### config.mk
export PLATFORM = sky130hd
export DESIGN_NAME = pdo_frame_mapper_unit
export DESIGN_NICKNAME = d
export VERILOG_FILES = /design/src/rtl/pdm_pkg.sv /design/src/rtl/pdm_front.sv /design/src/rtl/pdm_queue.sv /design/src/rtl/pdm_back.sv /design/src/rtl/pdo_frame_mapper_unit.sv
export SDC_FILE = /design/constraint.sdc
export NUM_CORES = 2
export LEC_CHECK = 0
export BUFFER_PORTS_ARGS = -buffer_cell sky130_fd_sc_hd__buf_4
export CAP_MARGIN = 40
export CORE_ASPECT_RATIO = 0.9
export CORE_MARGIN = 10
export CORE_UTILIZATION = 40
export DETAILED_ROUTE_END_ITERATION = 8
export GPL_TIMING_DRIVEN = 0
export MAX_ROUTING_LAYER = met4
export PLACE_DENSITY = 0.57
export SYNTH_ARGS = -nofsm -noshare
export SYNTH_HDL_FRONTEND = slang
export SYNTH_HIERARCHICAL = 1
export SYNTH_SLANG_ARGS = --single-unit
### constraint.sdc
create_clock -name i_clk -period 15.2 [get_ports i_clk]
set_clock_uncertainty 0.2 [all_clocks]
set_input_delay 1.52 -clock i_clk [delete_from_list [all_inputs] [get_ports i_clk]]
set_output_delay 1.52 -clock i_clk [all_outputs]
set_load 0.1 [all_outputs]
### src/rtl/pdm_pkg.sv
// Shared types, codes and helpers of the PDO frame mapper.
// Used by every module of the block; depends on nothing else.
package pdm_pkg;

    localparam int DATA_W      = 64;
    localparam int LEN_W       = 7;
    localparam int LEN_SLOTS   = 8;
    localparam int IDX_W       = 3;
    localparam int CNT_W       = 4;
    localparam int COB_W       = 11;
    localparam int FID_W       = 29;
    localparam int FLEN_W      = 4;
    localparam int LENS_W      = LEN_W * LEN_SLOTS;
    localparam int DEF_MAX_ENTRIES = 8;
    localparam int QUEUE_DEPTH = 2;
    localparam int QUEUE_AW    = 1;

    localparam int CFG_IDX_W   = 4;

    localparam logic [CFG_IDX_W-1:0] CFG_PDO_ENABLED   = 4'd0;
    localparam logic [CFG_IDX_W-1:0] CFG_COB_ID        = 4'd1;
    localparam logic [CFG_IDX_W-1:0] CFG_ENTRY_COUNT   = 4'd2;
    localparam logic [CFG_IDX_W-1:0] CFG_ENTRY_LENGTHS = 4'd3;

    localparam logic [1:0] KIND_VALUE = 2'd0;
    localparam logic [1:0] KIND_FRAME = 2'd1;
    localparam logic [1:0] KIND_ERROR = 2'd2;

    localparam logic [1:0] ERR_NONE   = 2'd0;
    localparam logic [1:0] ERR_RX     = 2'd1;
    localparam logic [1:0] ERR_BUILD  = 2'd2;
    localparam logic [1:0] ERR_CONFIG = 2'd3;

    localparam logic OP_RECEIVE = 1'b0;
    localparam logic OP_BUILD   = 1'b1;

    typedef struct packed {
        logic              op;
        logic [FID_W-1:0]  frame_id;
        logic [FLEN_W-1:0] frame_length;
        logic [DATA_W-1:0] frame_data;
        logic [DATA_W-1:0] entry_value;
    } t_in_item;

    typedef struct packed {
        logic [1:0]        kind;
        logic [1:0]        error_code;
        logic [IDX_W-1:0]  entry_index;
        logic [DATA_W-1:0] field_value;
        logic              last;
        logic [COB_W-1:0]  out_id;
        logic [FLEN_W-1:0] out_length;
        logic [DATA_W-1:0] out_data;
    } t_out_item;

    typedef struct packed {
        logic [COB_W-1:0]  cob_id;
        logic [CNT_W-1:0]  entry_count;
        logic [LENS_W-1:0] entry_lengths;
    } t_cfg;

    typedef enum logic [1:0] {
        CMD_ERR    = 2'd0,
        CMD_UNPACK = 2'd1,
        CMD_PACK   = 2'd2
    } t_cmd_op;

    typedef struct packed {
        t_cmd_op           op;
        logic [1:0]        code;
        logic              clr;
        logic [LEN_W-1:0]  total;
        logic [DATA_W-1:0] word;
    } t_cmd;

    function automatic logic [LEN_W-1:0] len_of(input logic [LENS_W-1:0] lens,
                                                input logic [IDX_W-1:0] idx);
        len_of = lens[idx*LEN_W +: LEN_W];
    endfunction

    function automatic logic [DATA_W-1:0] low_mask(input logic [LEN_W-1:0] n);
        if (n >= LEN_W'(DATA_W)) begin
            low_mask = '1;
        end else begin
            low_mask = (DATA_W'(1) << n) - DATA_W'(1);
        end
    endfunction

endpackage

### src/rtl/pdm_front.sv
// Front end: configuration registers, configuration check and item classification.
// Depends on pdm_pkg; feeds commands to pdm_queue.
module pdm_front import pdm_pkg::*; #(
    parameter int MAX_ENTRIES = DEF_MAX_ENTRIES
) (
    input  logic                 i_clk,
    input  logic                 i_rst_n,
    input  logic                 i_cfg_valid,
    input  logic [CFG_IDX_W-1:0] i_cfg_index,
    input  logic [DATA_W-1:0]    i_cfg_data,
    input  logic                 i_in_valid,
    input  t_in_item             i_in_item,
    input  logic                 i_q_full,
    output logic                 o_in_stall,
    output logic                 o_push,
    output t_cmd                 o_cmd,
    output t_cfg                 o_cfg,
    output logic                 o_cfg_clr
);

    localparam int LIMIT = (MAX_ENTRIES < LEN_SLOTS) ? MAX_ENTRIES : LEN_SLOTS;

    logic              r_enabled;
    logic [COB_W-1:0]  r_cob_id;
    logic [CNT_W-1:0]  r_entry_count;
    logic [LENS_W-1:0] r_entry_lengths;

    logic              cfg_ok;
    logic [9:0]        sum;
    logic [LEN_W-1:0]  n;
    logic              rx_bad;

    always_ff @(posedge i_clk) begin
        if (!i_rst_n) begin
            r_enabled       <= 1'b0;
            r_cob_id        <= '0;
            r_entry_count   <= CNT_W'(1);
            r_entry_lengths <= LENS_W'(8);
        end else if (i_cfg_valid) begin
            case (i_cfg_index)
                CFG_PDO_ENABLED:   r_enabled       <= i_cfg_data[0];
                CFG_COB_ID:        r_cob_id        <= i_cfg_data[COB_W-1:0];
                CFG_ENTRY_COUNT:   r_entry_count   <= i_cfg_data[CNT_W-1:0];
                CFG_ENTRY_LENGTHS: r_entry_lengths <= i_cfg_data[LENS_W-1:0];
                default: ;
            endcase
        end
    end

    assign o_cfg_clr = i_cfg_valid && (i_cfg_index inside {CFG_PDO_ENABLED, CFG_COB_ID,
                                                           CFG_ENTRY_COUNT, CFG_ENTRY_LENGTHS});

    always_comb begin
        cfg_ok = (r_entry_count != '0) && (r_entry_count <= CNT_W'(LIMIT));
        sum    = '0;
        n      = '0;
        for (int i = 0; i < LEN_SLOTS; i++) begin
            if (CNT_W'(i) < r_entry_count) begin
                n = len_of(r_entry_lengths, IDX_W'(i));
                if (n == '0 || n > LEN_W'(DATA_W)) begin
                    cfg_ok = 1'b0;
                end
                sum = sum + 10'(n);
            end
        end
        if (sum > 10'(DATA_W)) begin
            cfg_ok = 1'b0;
        end
    end

    assign rx_bad = (i_in_item.frame_id != FID_W'(r_cob_id)) ||
                    ({i_in_item.frame_length, 3'b000} < {3'b000, sum[LEN_W-1:0]});

    always_comb begin
        o_cmd       = '0;
        o_cmd.op    = CMD_ERR;
        o_cmd.total = sum[LEN_W-1:0];
        if (!r_enabled) begin
            o_cmd.code = (i_in_item.op == OP_RECEIVE) ? ERR_RX : ERR_BUILD;
            o_cmd.clr  = 1'b1;
        end else if (!cfg_ok) begin
            o_cmd.code = ERR_CONFIG;
            o_cmd.clr  = 1'b1;
        end else if (i_in_item.op == OP_BUILD) begin
            o_cmd.op   = CMD_PACK;
            o_cmd.word = i_in_item.entry_value;
        end else if (rx_bad) begin
            o_cmd.code = ERR_RX;
        end else begin
            o_cmd.op   = CMD_UNPACK;
            o_cmd.word = i_in_item.frame_data;
        end
    end

    assign o_in_stall = i_q_full;
    assign o_push     = i_in_valid && !i_q_full;

    assign o_cfg.cob_id        = r_cob_id;
    assign o_cfg.entry_count   = r_entry_count;
    assign o_cfg.entry_lengths = r_entry_lengths;

endmodule

### src/rtl/pdm_queue.sv
// Two-entry command queue between the front end and the back end.
// Depends on pdm_pkg for the command type.
module pdm_queue import pdm_pkg::*; (
    input  logic i_clk,
    input  logic i_rst_n,
    input  logic i_push,
    input  t_cmd i_push_cmd,
    input  logic i_pop,
    output logic o_empty,
    output logic o_full,
    output t_cmd o_head
);

    t_cmd                r_mem [QUEUE_DEPTH];
    logic [QUEUE_AW-1:0] r_wr;
    logic [QUEUE_AW-1:0] r_rd;
    logic [QUEUE_AW:0]   r_cnt;

    logic do_push;
    logic do_pop;

    assign o_empty = (r_cnt == '0);
    assign o_full  = (r_cnt == (QUEUE_AW+1)'(QUEUE_DEPTH));
    assign o_head  = r_mem[r_rd];
    assign do_push = i_push && !o_full;
    assign do_pop  = i_pop && !o_empty;

    always_ff @(posedge i_clk) begin
        if (do_push) begin
            r_mem[r_wr] <= i_push_cmd;
        end
    end

    always_ff @(posedge i_clk) begin
        if (!i_rst_n) begin
            r_wr  <= '0;
            r_rd  <= '0;
            r_cnt <= '0;
        end else begin
            if (do_push) begin
                r_wr <= (r_wr == QUEUE_AW'(QUEUE_DEPTH-1)) ? '0 : r_wr + QUEUE_AW'(1);
            end
            if (do_pop) begin
                r_rd <= (r_rd == QUEUE_AW'(QUEUE_DEPTH-1)) ? '0 : r_rd + QUEUE_AW'(1);
            end
            r_cnt <= r_cnt + (QUEUE_AW+1)'(do_push) - (QUEUE_AW+1)'(do_pop);
        end
    end

endmodule

### src/rtl/pdm_back.sv
// Back end: executes queued commands, holds the pack state and the output register.
// Depends on pdm_pkg; takes configuration from pdm_front.
module pdm_back import pdm_pkg::*; (
    input  logic      i_clk,
    input  logic      i_rst_n,
    input  t_cfg      i_cfg,
    input  logic      i_cfg_clr,
    input  logic      i_q_empty,
    input  t_cmd      i_q_head,
    output logic      o_q_pop,
    output logic      o_out_valid,
    input  logic      i_out_stall,
    output t_out_item o_out_item
);

    typedef enum logic {
        S_IDLE,
        S_UNPACK
    } t_state;

    t_state            r_state,    n_state;
    logic [DATA_W-1:0] r_data,     n_data;
    logic [IDX_W-1:0]  r_idx,      n_idx;
    logic [LEN_W-1:0]  r_off,      n_off;
    logic [CNT_W-1:0]  r_pack_idx, n_pack_idx;
    logic [LEN_W-1:0]  r_pack_off, n_pack_off;
    logic [DATA_W-1:0] r_pack_buf, n_pack_buf;
    logic              r_out_valid, n_out_valid;
    t_out_item         r_out,      n_out;

    logic              out_free;
    logic              pack_wrap;
    logic [CNT_W-1:0]  base_idx;
    logic [LEN_W-1:0]  base_off;
    logic [DATA_W-1:0] base_buf;
    logic [LEN_W-1:0]  pack_n;
    logic [DATA_W-1:0] pack_new;
    logic [CNT_W-1:0]  pack_next;
    logic              pack_done;
    logic [LEN_W-1:0]  unp_n;
    logic [DATA_W-1:0] unp_val;
    logic [7:0]        len_round;

    assign out_free  = !r_out_valid || !i_out_stall;

    assign pack_wrap = (r_pack_idx >= i_cfg.entry_count);
    assign base_idx  = pack_wrap ? '0 : r_pack_idx;
    assign base_off  = pack_wrap ? '0 : r_pack_off;
    assign base_buf  = pack_wrap ? '0 : r_pack_buf;
    assign pack_n    = len_of(i_cfg.entry_lengths, base_idx[IDX_W-1:0]);
    assign pack_new  = base_buf | ((i_q_head.word & low_mask(pack_n)) << base_off);
    assign pack_next = base_idx + CNT_W'(1);
    assign pack_done = (pack_next >= i_cfg.entry_count);
    assign len_round = ({1'b0, i_q_head.total} + 8'd7) >> 3;

    assign unp_n     = len_of(i_cfg.entry_lengths, r_idx);
    assign unp_val   = (r_data >> r_off) & low_mask(unp_n);

    always_comb begin
        n_state     = r_state;
        n_data      = r_data;
        n_idx       = r_idx;
        n_off       = r_off;
        n_pack_idx  = r_pack_idx;
        n_pack_off  = r_pack_off;
        n_pack_buf  = r_pack_buf;
        n_out_valid = r_out_valid && i_out_stall;
        n_out       = r_out;
        o_q_pop     = 1'b0;

        if (i_cfg_clr) begin
            n_pack_idx = '0;
            n_pack_off = '0;
            n_pack_buf = '0;
        end

        case (r_state)
            S_IDLE: begin
                if (!i_q_empty && out_free) begin
                    o_q_pop = 1'b1;
                    case (i_q_head.op)
                        CMD_ERR: begin
                            n_out            = '0;
                            n_out.kind       = KIND_ERROR;
                            n_out.error_code = i_q_head.code;
                            n_out.last       = 1'b1;
                            n_out_valid      = 1'b1;
                            if (i_q_head.clr) begin
                                n_pack_idx = '0;
                                n_pack_off = '0;
                                n_pack_buf = '0;
                            end
                        end
                        CMD_UNPACK: begin
                            n_data  = i_q_head.word;
                            n_idx   = '0;
                            n_off   = '0;
                            n_state = S_UNPACK;
                        end
                        CMD_PACK: begin
                            if (pack_done) begin
                                n_out            = '0;
                                n_out.kind       = KIND_FRAME;
                                n_out.error_code = ERR_NONE;
                                n_out.last       = 1'b1;
                                n_out.out_id     = i_cfg.cob_id;
                                n_out.out_length = len_round[FLEN_W-1:0];
                                n_out.out_data   = pack_new;
                                n_out_valid      = 1'b1;
                                n_pack_idx       = '0;
                                n_pack_off       = '0;
                                n_pack_buf       = '0;
                            end else begin
                                n_pack_idx = pack_next;
                                n_pack_off = base_off + pack_n;
                                n_pack_buf = pack_new;
                            end
                        end
                        default: ;
                    endcase
                end
            end
            S_UNPACK: begin
                if (out_free) begin
                    n_out             = '0;
                    n_out.kind        = KIND_VALUE;
                    n_out.error_code  = ERR_NONE;
                    n_out.entry_index = r_idx;
                    n_out.field_value = unp_val;
                    n_out.last        = ({1'b0, r_idx} + CNT_W'(1)) >= i_cfg.entry_count;
                    n_out_valid       = 1'b1;
                    n_idx             = r_idx + IDX_W'(1);
                    n_off             = r_off + unp_n;
                    if (n_out.last) begin
                        n_state = S_IDLE;
                    end
                end
            end
            default: n_state = S_IDLE;
        endcase
    end

    always_ff @(posedge i_clk) begin
        if (!i_rst_n) begin
            r_state     <= S_IDLE;
            r_pack_idx  <= '0;
            r_pack_off  <= '0;
            r_pack_buf  <= '0;
            r_out_valid <= 1'b0;
        end else begin
            r_state     <= n_state;
            r_pack_idx  <= n_pack_idx;
            r_pack_off  <= n_pack_off;
            r_pack_buf  <= n_pack_buf;
            r_out_valid <= n_out_valid;
        end
        r_data <= n_data;
        r_idx  <= n_idx;
        r_off  <= n_off;
        r_out  <= n_out;
    end

    assign o_out_valid = r_out_valid;
    assign o_out_item  = r_out;

endmodule

### src/rtl/pdo_frame_mapper_unit.sv
// Usage notes:
// Maps CAN payloads to and from up to eight configured bit fields.
// Input channel (i_in_valid / o_in_stall / i_in_item): op 0 carries a received
// frame to unpack, op 1 carries the value of the next field to pack.
// Output channel (o_out_valid / i_out_stall / o_out_item): unpacked values,
// built frames and errors; last marks the final result of an item.
// Config channel (i_cfg_valid / o_cfg_ready / i_cfg_index / i_cfg_data): write
// only while idle; o_cfg_ready is always high. Writes to indices 0-3 clear the
// pack state. Errors and built frames pass the queue and the output register;
// an unpacked frame passes the queue and the frame register, then gives one
// value per cycle while the receiver does not stall. The back end pops error
// and build items whenever its output is free, and none while a frame has
// fields left. A two-entry queue sits between classification and execution.
// Reset clears configuration to disabled, one 8-bit entry, and empties the
// queue and the pack state. When the receiver stalls, the output item holds,
// the back end waits and the queue fills; o_in_stall rises once it is full.
// Depends on pdm_pkg, pdm_front, pdm_queue and pdm_back.
module pdo_frame_mapper_unit import pdm_pkg::*; #(
    parameter int MAX_ENTRIES = DEF_MAX_ENTRIES
) (
    input  logic                 i_clk,
    input  logic                 i_rst_n,
    input  logic                 i_cfg_valid,
    output logic                 o_cfg_ready,
    input  logic [CFG_IDX_W-1:0] i_cfg_index,
    input  logic [DATA_W-1:0]    i_cfg_data,
    input  logic                 i_in_valid,
    output logic                 o_in_stall,
    input  t_in_item             i_in_item,
    output logic                 o_out_valid,
    input  logic                 i_out_stall,
    output t_out_item            o_out_item
);

    logic cfg_write;
    logic cfg_clr;
    t_cfg cfg;
    logic push;
    t_cmd push_cmd;
    logic q_full;
    logic q_empty;
    logic q_pop;
    t_cmd q_head;

    assign o_cfg_ready = 1'b1;
    assign cfg_write   = i_cfg_valid && o_cfg_ready;

    pdm_front #(
        .MAX_ENTRIES (MAX_ENTRIES)
    ) u_front (
        .i_clk       (i_clk),
        .i_rst_n     (i_rst_n),
        .i_cfg_valid (cfg_write),
        .i_cfg_index (i_cfg_index),
        .i_cfg_data  (i_cfg_data),
        .i_in_valid  (i_in_valid),
        .i_in_item   (i_in_item),
        .i_q_full    (q_full),
        .o_in_stall  (o_in_stall),
        .o_push      (push),
        .o_cmd       (push_cmd),
        .o_cfg       (cfg),
        .o_cfg_clr   (cfg_clr)
    );

    pdm_queue u_queue (
        .i_clk      (i_clk),
        .i_rst_n    (i_rst_n),
        .i_push     (push),
        .i_push_cmd (push_cmd),
        .i_pop      (q_pop),
        .o_empty    (q_empty),
        .o_full     (q_full),
        .o_head     (q_head)
    );

    pdm_back u_back (
        .i_clk       (i_clk),
        .i_rst_n     (i_rst_n),
        .i_cfg       (cfg),
        .i_cfg_clr   (cfg_clr),
        .i_q_empty   (q_empty),
        .i_q_head    (q_head),
        .o_q_pop     (q_pop),
        .o_out_valid (o_out_valid),
        .i_out_stall (i_out_stall),
        .o_out_item  (o_out_item)
    );

    a_err_last: assert property (@(posedge i_clk) disable iff (!i_rst_n)
        o_out_valid && o_out_item.kind == KIND_ERROR |->
            o_out_item.last && o_out_item.error_code != ERR_NONE)
        else $error("error result without last or code");

    a_frame_shape: assert property (@(posedge i_clk) disable iff (!i_rst_n)
        o_out_valid && o_out_item.kind == KIND_FRAME |->
            o_out_item.last && o_out_item.out_length <= FLEN_W'(8) &&
            o_out_item.out_id == cfg.cob_id)
        else $error("malformed built frame");

    a_reset_idle: assert property (@(posedge i_clk)
        !i_rst_n |=> !o_out_valid && !o_in_stall)
        else $error("output or stall active after reset");

    a_value_index: assert property (@(posedge i_clk) disable iff (!i_rst_n)
        o_out_valid && o_out_item.kind == KIND_VALUE |->
            {1'b0, o_out_item.entry_index} < cfg.entry_count)
        else $error("unpacked entry index beyond entry count");

endmodule
[Word level (Yosys, flattened, before mapping)]
Memories as Yosys holds them, arrays and structs flattened. A register that Yosys moved wholly into a read port is not among the register bits.
Index checks and enable logic that the tools add are counted.
W data, S select, Z words.
Storage, ports and cells
  register bits: 378
  bits in writable memories: 152
  latch bits: 0
  logic and storage cells: 225
  output and inout port bits: 154
  memories kept: 1
  input bits: 235
  bits in read-only memories: 0
Memories
  u_queue.r_mem: depth 2, bits a word 76, read ports 1, clocked after memory_dff 1, write ports 1, RTL line pdm_queue.sv:14  | t_cmd r_mem [QUEUE_DEPTH];
Cells by class
  divide/modulo/power cells: 0
  order comparisons: 24
  shifts and indexed selects: 6
  reduce and logical (&&, ||, !) cells: 41
  equality and inequality tests: 12
  $mul: 2
  bitwise operators: 4
  multiplexer cells: 93
  add/subtract/negate cells: 19
Operator list (number)
  $mux W64: 12
  $pmux W151 S2: 2
  $mux W151: 3
  $and A64 B64 Y64: 2
  $pmux W64 S2: 1
  $shl A1 B7 Y64 const A: 2
  $sub A64 B2 Y64 const B: 2
  $shiftx A56 B7 Y7: 2
  $mux W10: 7
  $mux W7: 10
  $or A64 B64 Y64: 1
  $shl A64 B7 Y64: 1
  $shr A64 B7 Y64: 1
  $add A10 B7 Y10: 6
  $gt A7 B7 Y1 const B: 8
  $logic_not A7 Y1: 8
  $mux W1: 35
  $ne A29 B11 Y1: 1
  $pmux W7 S2: 2
  $mux W4: 6
  $lt A3 B4 Y1 const A: 4
  $add A7 B7 Y7: 2
  $ge A7 B7 Y1 const B: 2
  $ge A4 B4 Y1: 3
  other kinds (37): 78

[Depth between registers and ports, before layout]
  depth after elaboration: 22
  depth in mapped cells: 53
  gate-level depth less buffers: 50

[By module]
Netlist, hierarchy kept.
By module, submodules not included
  pdm_back: times used 1, area an instance 25609.6 µm², sequential area each 8298.0 µm², cells an instance 3026
  pdm_front: times used 1, area an instance 7317.0 µm², sequential area each 1441.4 µm², cells an instance 990
  pdm_queue: times used 1, area an instance 5871.9 µm², sequential area each 4664.5 µm², cells an instance 263
  pdo_frame_mapper_unit: times used 1, area an instance 11.3 µm², sequential area each 0.0 µm², cells an instance 2

[Worst setup path before layout]
No wires, ideal clock.
  kind: reg-to-reg
  start: register u_back.r_pack_idx[0]
  end: register u_back.r_out (netlist bit u_back/o_out_item[0]), enable pin
  setup slack: 4.533 ns
  data arrival time: 9.804 ns
  stages on the path, launching flop included: 20
  path buffers: 6
  cells stage by stage: dfxtp_1 > buf_4 > inv_1 > ha_1 > nor3b_2 > o21a_1 > buf_4 > buf_4 > clkbuf_1 > clkbuf_1 > buf_1 > and2_1 > ha_1 > ha_1 > a21oi_1 > nor2b_1 > o21ai_0 > nand3b_1 > a21oi_1 > nor2_1
Between the ends
  word-level cells in the longest chain between the ends: 6
Ends and longest elaborated chain
  start: declaration: RTL line pdm_back.sv:25  | logic [CNT_W-1:0] r_pack_idx, n_pack_idx;
  start signal: assignment: RTL line pdm_back.sv:152  | r_pack_idx <= n_pack_idx;
  $ge A4 B4 Y1: RTL line pdm_back.sv:46  | assign pack_wrap = (r_pack_idx >= i_cfg.entry_count);
  $mux W4 *: RTL line pdm_back.sv:47  | assign base_idx = pack_wrap ? '0 : r_pack_idx;
  $add A4 B1 Y4 *: RTL line pdm_back.sv:52  | assign pack_next = base_idx + CNT_W'(1);
  $ge A4 B4 Y1 *: RTL line pdm_back.sv:53  | assign pack_done = (pack_next >= i_cfg.entry_count);
  $ne A3 B2 Y1 (no source line) *
  $reduce_and A4 Y1 (no source line) *
  end signal: assignment: RTL line pdm_back.sv:160  | r_out <= n_out;
  end: declaration: RTL line pdm_back.sv:29  | t_out_item r_out, n_out;
Mark *: on every way between the ends. The rest lies on a longest branch, timed or not.
A chain may end at the register's enable or synchronous reset.

==> impl_metrics.tcl <==
set metrics [dict create \
    synthTopCellsByArea "edfxtp_1, dfxtp_1, nand2_1" \
    post-cts-setup-buffers 0 \
    place_hpwl_um 170000 \
    numClockSinks 531 \
    synth_cells 4281 \
    drc 0 \
    synth_top_area_cell "edfxtp_1" \
    synth-seq-cells 531 \
    r2r_start "u_front/r_entry_count[0]$_SDFFE_PN1P_" \
    crit_top_cell "ha_1" \
    critPathMaxStageDelay_ns 0.61 \
    grt_pass1_vias 37995 \
    critPathLaunch "u_front/r_entry_count[0]$_SDFFE_PN1P_" \
    boundaryPins 389 \
    start_util_pct 40.3 \
    synth.avg_cell_area_um2 9.07 \
    core_um2 96300 \
    cp_max_fo 10 \
    wire_per_inst_um 34.2 \
    synthesis.nets 4606 \
    cts_resized 0 \
    timing.rr.end "u_queue/r_mem[0][42]$_DFFE_PP_" \
    via_count 40428 \
    grt_pass1_wl_um 291000 \
    r2r_slack_ns 2.84 \
    cp_slowest_cell "nor3_1" \
    port-buffer-count 379 \
    cts_root_buf "clkbuf_16" \
    status "finished, final reports clean" \
    ir_worst_vdd_mv 0.172 \
    grt_max_degree 51 \
    hold_buffers 0 \
    ant_nets 0 \
    critPathLaunchType "register" \
    clkLatencyLatePin_ns 0.69 \
    yosysWarningCount 6 \
    drt-vias-per-instance 6.61 \
    critPathKind "reg2reg" \
    htree_levels 2 \
    crit_arrival_ns 12.67 \
    die_area_um2 110000 \
    rows 108 \
    p_per_area_nw_per_um2 163 \
    slew_violations 0 \
    synth_top_cell_area_share_pct 29.2 \
    rsz0062_at_grt "false" \
    synthTopCellsByCount "nand2_1, nor2_1, edfxtp_1, a21oi_1, clkbuf_1" \
    cts_tree "yes" \
    worstMarginPinSlew_ns 1.04 \
    post-route-period-util_pct 81.3 \
    period_minus_slack_ns 12.36 \
    gp_congestion 1.11 \
    routed_wl_um 209000 \
    drt_iter0_markers 6204 \
    hold_path_class "reg2reg" \
    clkTransAtPathRegs_ns 0.07 \
    fin_hold_ws_ns 0.262 \
    final_nets 5112 \
    final_cell_area_um2 45900 \
    grt.total_usage_pct 37.6 \
    required_ns 15.51 \
    r2r.worst_path.cells 52 \
    yosysMostFrequentCell "nand2_1" \
    cp-endpoint "u_queue/r_mem[0][42]$_DFFE_PP_" \
    cts_buffers 57 \
    die_h_um 316 \
    netlist_area_um2 38800 \
    placed_area_um2 44000 \
    antenna_found_initial 19 \
    relSlewSlack_pct 30.8 \
    ys_types 127 \
    dr.pass1.iters 6 \
    synth_enable_flop_cells 377 \
    synth_ff_type "edfxtp_1" \
    setup_viol 0 \
    gr-total-overflow 0 \
    die_w_um 348 \
    fin_setup_tns_ns 0 \
    endpoint_kind "register" \
    drive_gt1_share_pct 18.4 \
    maxCapViolations 0 \
    ys_seq_area_share_pct 37.1 \
    syn_to_final_growth_pct 18.4 \
    synthArstFlopShare_pct 0 \
    power.leakage_nw 16.9 \
    fmax_mhz 80.9 \
    finalHoldViolCount 0 \
    clock_path_buffers 3 \
]
[worst min-delay path by stage]
| stage | from | endpoint | slack, ns | cells after the start |
|---|---|---|---|---|
| 2_1_floorplan | u_back/r_pack_buf[46]$_SDFF_PN0_ | u_back/r_pack_buf[46]$_SDFF_PN0_ | 0.22 | 2 |
| 6_report | u_back/r_pack_buf[25]$_SDFF_PN0_ | u_back/r_pack_buf[25]$_SDFF_PN0_ | 0.26 | 2 |
| 3_3_place_gp | u_back/r_pack_buf[29]$_SDFF_PN0_ | u_back/r_pack_buf[29]$_SDFF_PN0_ | 0.23 | 2 |
| 3_5_place_dp | u_back/r_pack_buf[25]$_SDFF_PN0_ | u_back/r_pack_buf[25]$_SDFF_PN0_ | 0.24 | 2 |
| 5_1_grt | u_back/r_pack_buf[17]$_SDFF_PN0_ | u_back/r_pack_buf[17]$_SDFF_PN0_ | 0.28 | 1 |
| 4_1_cts | u_back/r_pack_buf[25]$_SDFF_PN0_ | u_back/r_pack_buf[25]$_SDFF_PN0_ | 0.26 | 2 |
[cell families after synthesis]
| group | count (synthesis) | share of synthesized area, % |
|---|---|---|
| buffers and inverters | 406 | 4.59 |
| XOR/XNOR | 72 | 1.66 |
| AO/OA/AOI/OAI | 1295 | 23.4 |
| AND/OR/NAND/NOR | 1594 | 19.5 |
| multiplexers | 290 | 10.5 |
| adder cells (fa/ha/maj) | 92 | 3.13 |
| flip-flops | 531 | 37.1 |
| other | 1 | 0.00966 |
[per-stage QoR]
stage | worst slack, ns | total power [mW] | utilization [%] | std cells
detailed placement | 3.13 | 5.99 | 45.7 | 5990
global placement | -0.777 | 5.98 | 44.9 | 5925
global route | 2.09 | 7.68 | 47.7 | 6111
CTS | 3.06 | 7.40 | 47.6 | 6098
floorplan | 4.53 | 4.68 | - | 4281
finish | 2.84 | 7.48 | 47.7 | 6115
[report_power, final]
| group | switching [mW] | internal (mW) |
|---|---|---|
| Combinational | 3.00 | 0.966 |
| Clock | 0.627 | 0.788 |
| Sequential | 0.118 | 1.98 |
[worst max-delay path: cells and delay by family, from the launching register on]
kind | cells | cell delay [ns]
xor+xnor | 4 | 0.76
simple gates | 17 | 3.45
fa+ha+maj | 9 | 2.75
buf+inv | 4 | 1.12
compound gates | 17 | 3.10
flops | 1 | 0.47
mux | 1 | 0.29
[per-layer routing]
layer | vias to the layer above | track usage [%] | part of all wire, %
met5 | - | - | 0
met4 | 0 | 12.8 | 3.8
met3 | 450 | 12.6 | 14
met2 | 2880 | 52.3 | 41
met1 | 19842 | 50.6 | 42
li1 | 17256 | - | -
[layout make-up]
| type | instances | area, µm² |
|---|---|---|
| Clock inverter | 35 | 340 |
| Tap cell | 1265 | 1580 |
| Fill cell | 9451 | 50400 |
| Buffer | 320 | 1460 |
| Clock buffer | 73 | 1530 |
| Multi-Input combinational cell | 3344 | 22700 |
| Sequential cell | 531 | 14400 |
| Timing Repair Buffer | 447 | 3600 |
| Inverter | 86 | 330 |
| Antenna cell | 14 | 35.0 |
[layout by cell type, fill, tap and decap left out, drive strengths merged, types with 18 or more instances in the layout]
cell type	netlist	final
o22ai	34	34
o311ai	19	19
and3	23	23
xor2	21	21
a21oi	238	238
inv	81	90
edfxtp	377	377
and2	62	62
clkinv	5	25
dfxtp	154	154
ha	81	81
a22oi	122	122
mux4	72	72
mux2	97	97
a21o	52	52
a211oi	54	54
o21ai	227	227
nand2	551	551
o221ai	18	18
nand4	44	44
a221oi	24	24
nor2	383	383
o211ai	79	79
a31oi	62	62
o21a	43	43
clkbuf	212	285
a21boi	65	65
nor3	137	137
buf	108	554
nand3	117	117
mux2i	121	121
nor4	39	39
o31ai	35	35
nor2b	122	122
xnor2	50	50
or3	27	27
nand2b	29	29
[flip-flops by register name (all words and copies together), names as in the netlist, named ones only]
signal / cells
u_front/r_entry_lengths: 56
u_front/r_enabled: 1
u_back/r_pack_buf: 64
u_back/o_out_item: 151
u_front/r_cob_id: 11
u_queue/r_mem: 152
u_queue/r_rd: 1
u_back/r_data: 64
u_back/r_idx: 3
u_back/r_pack_idx: 4
u_back/r_off: 7
u_back/r_state: 1
u_back/o_out_valid: 1
u_front/r_entry_count: 4
u_back/r_pack_off: 7
u_queue/r_cnt: 2
u_queue/r_wr: 1
No activity file was read; power rests on OpenSTA's default activity.
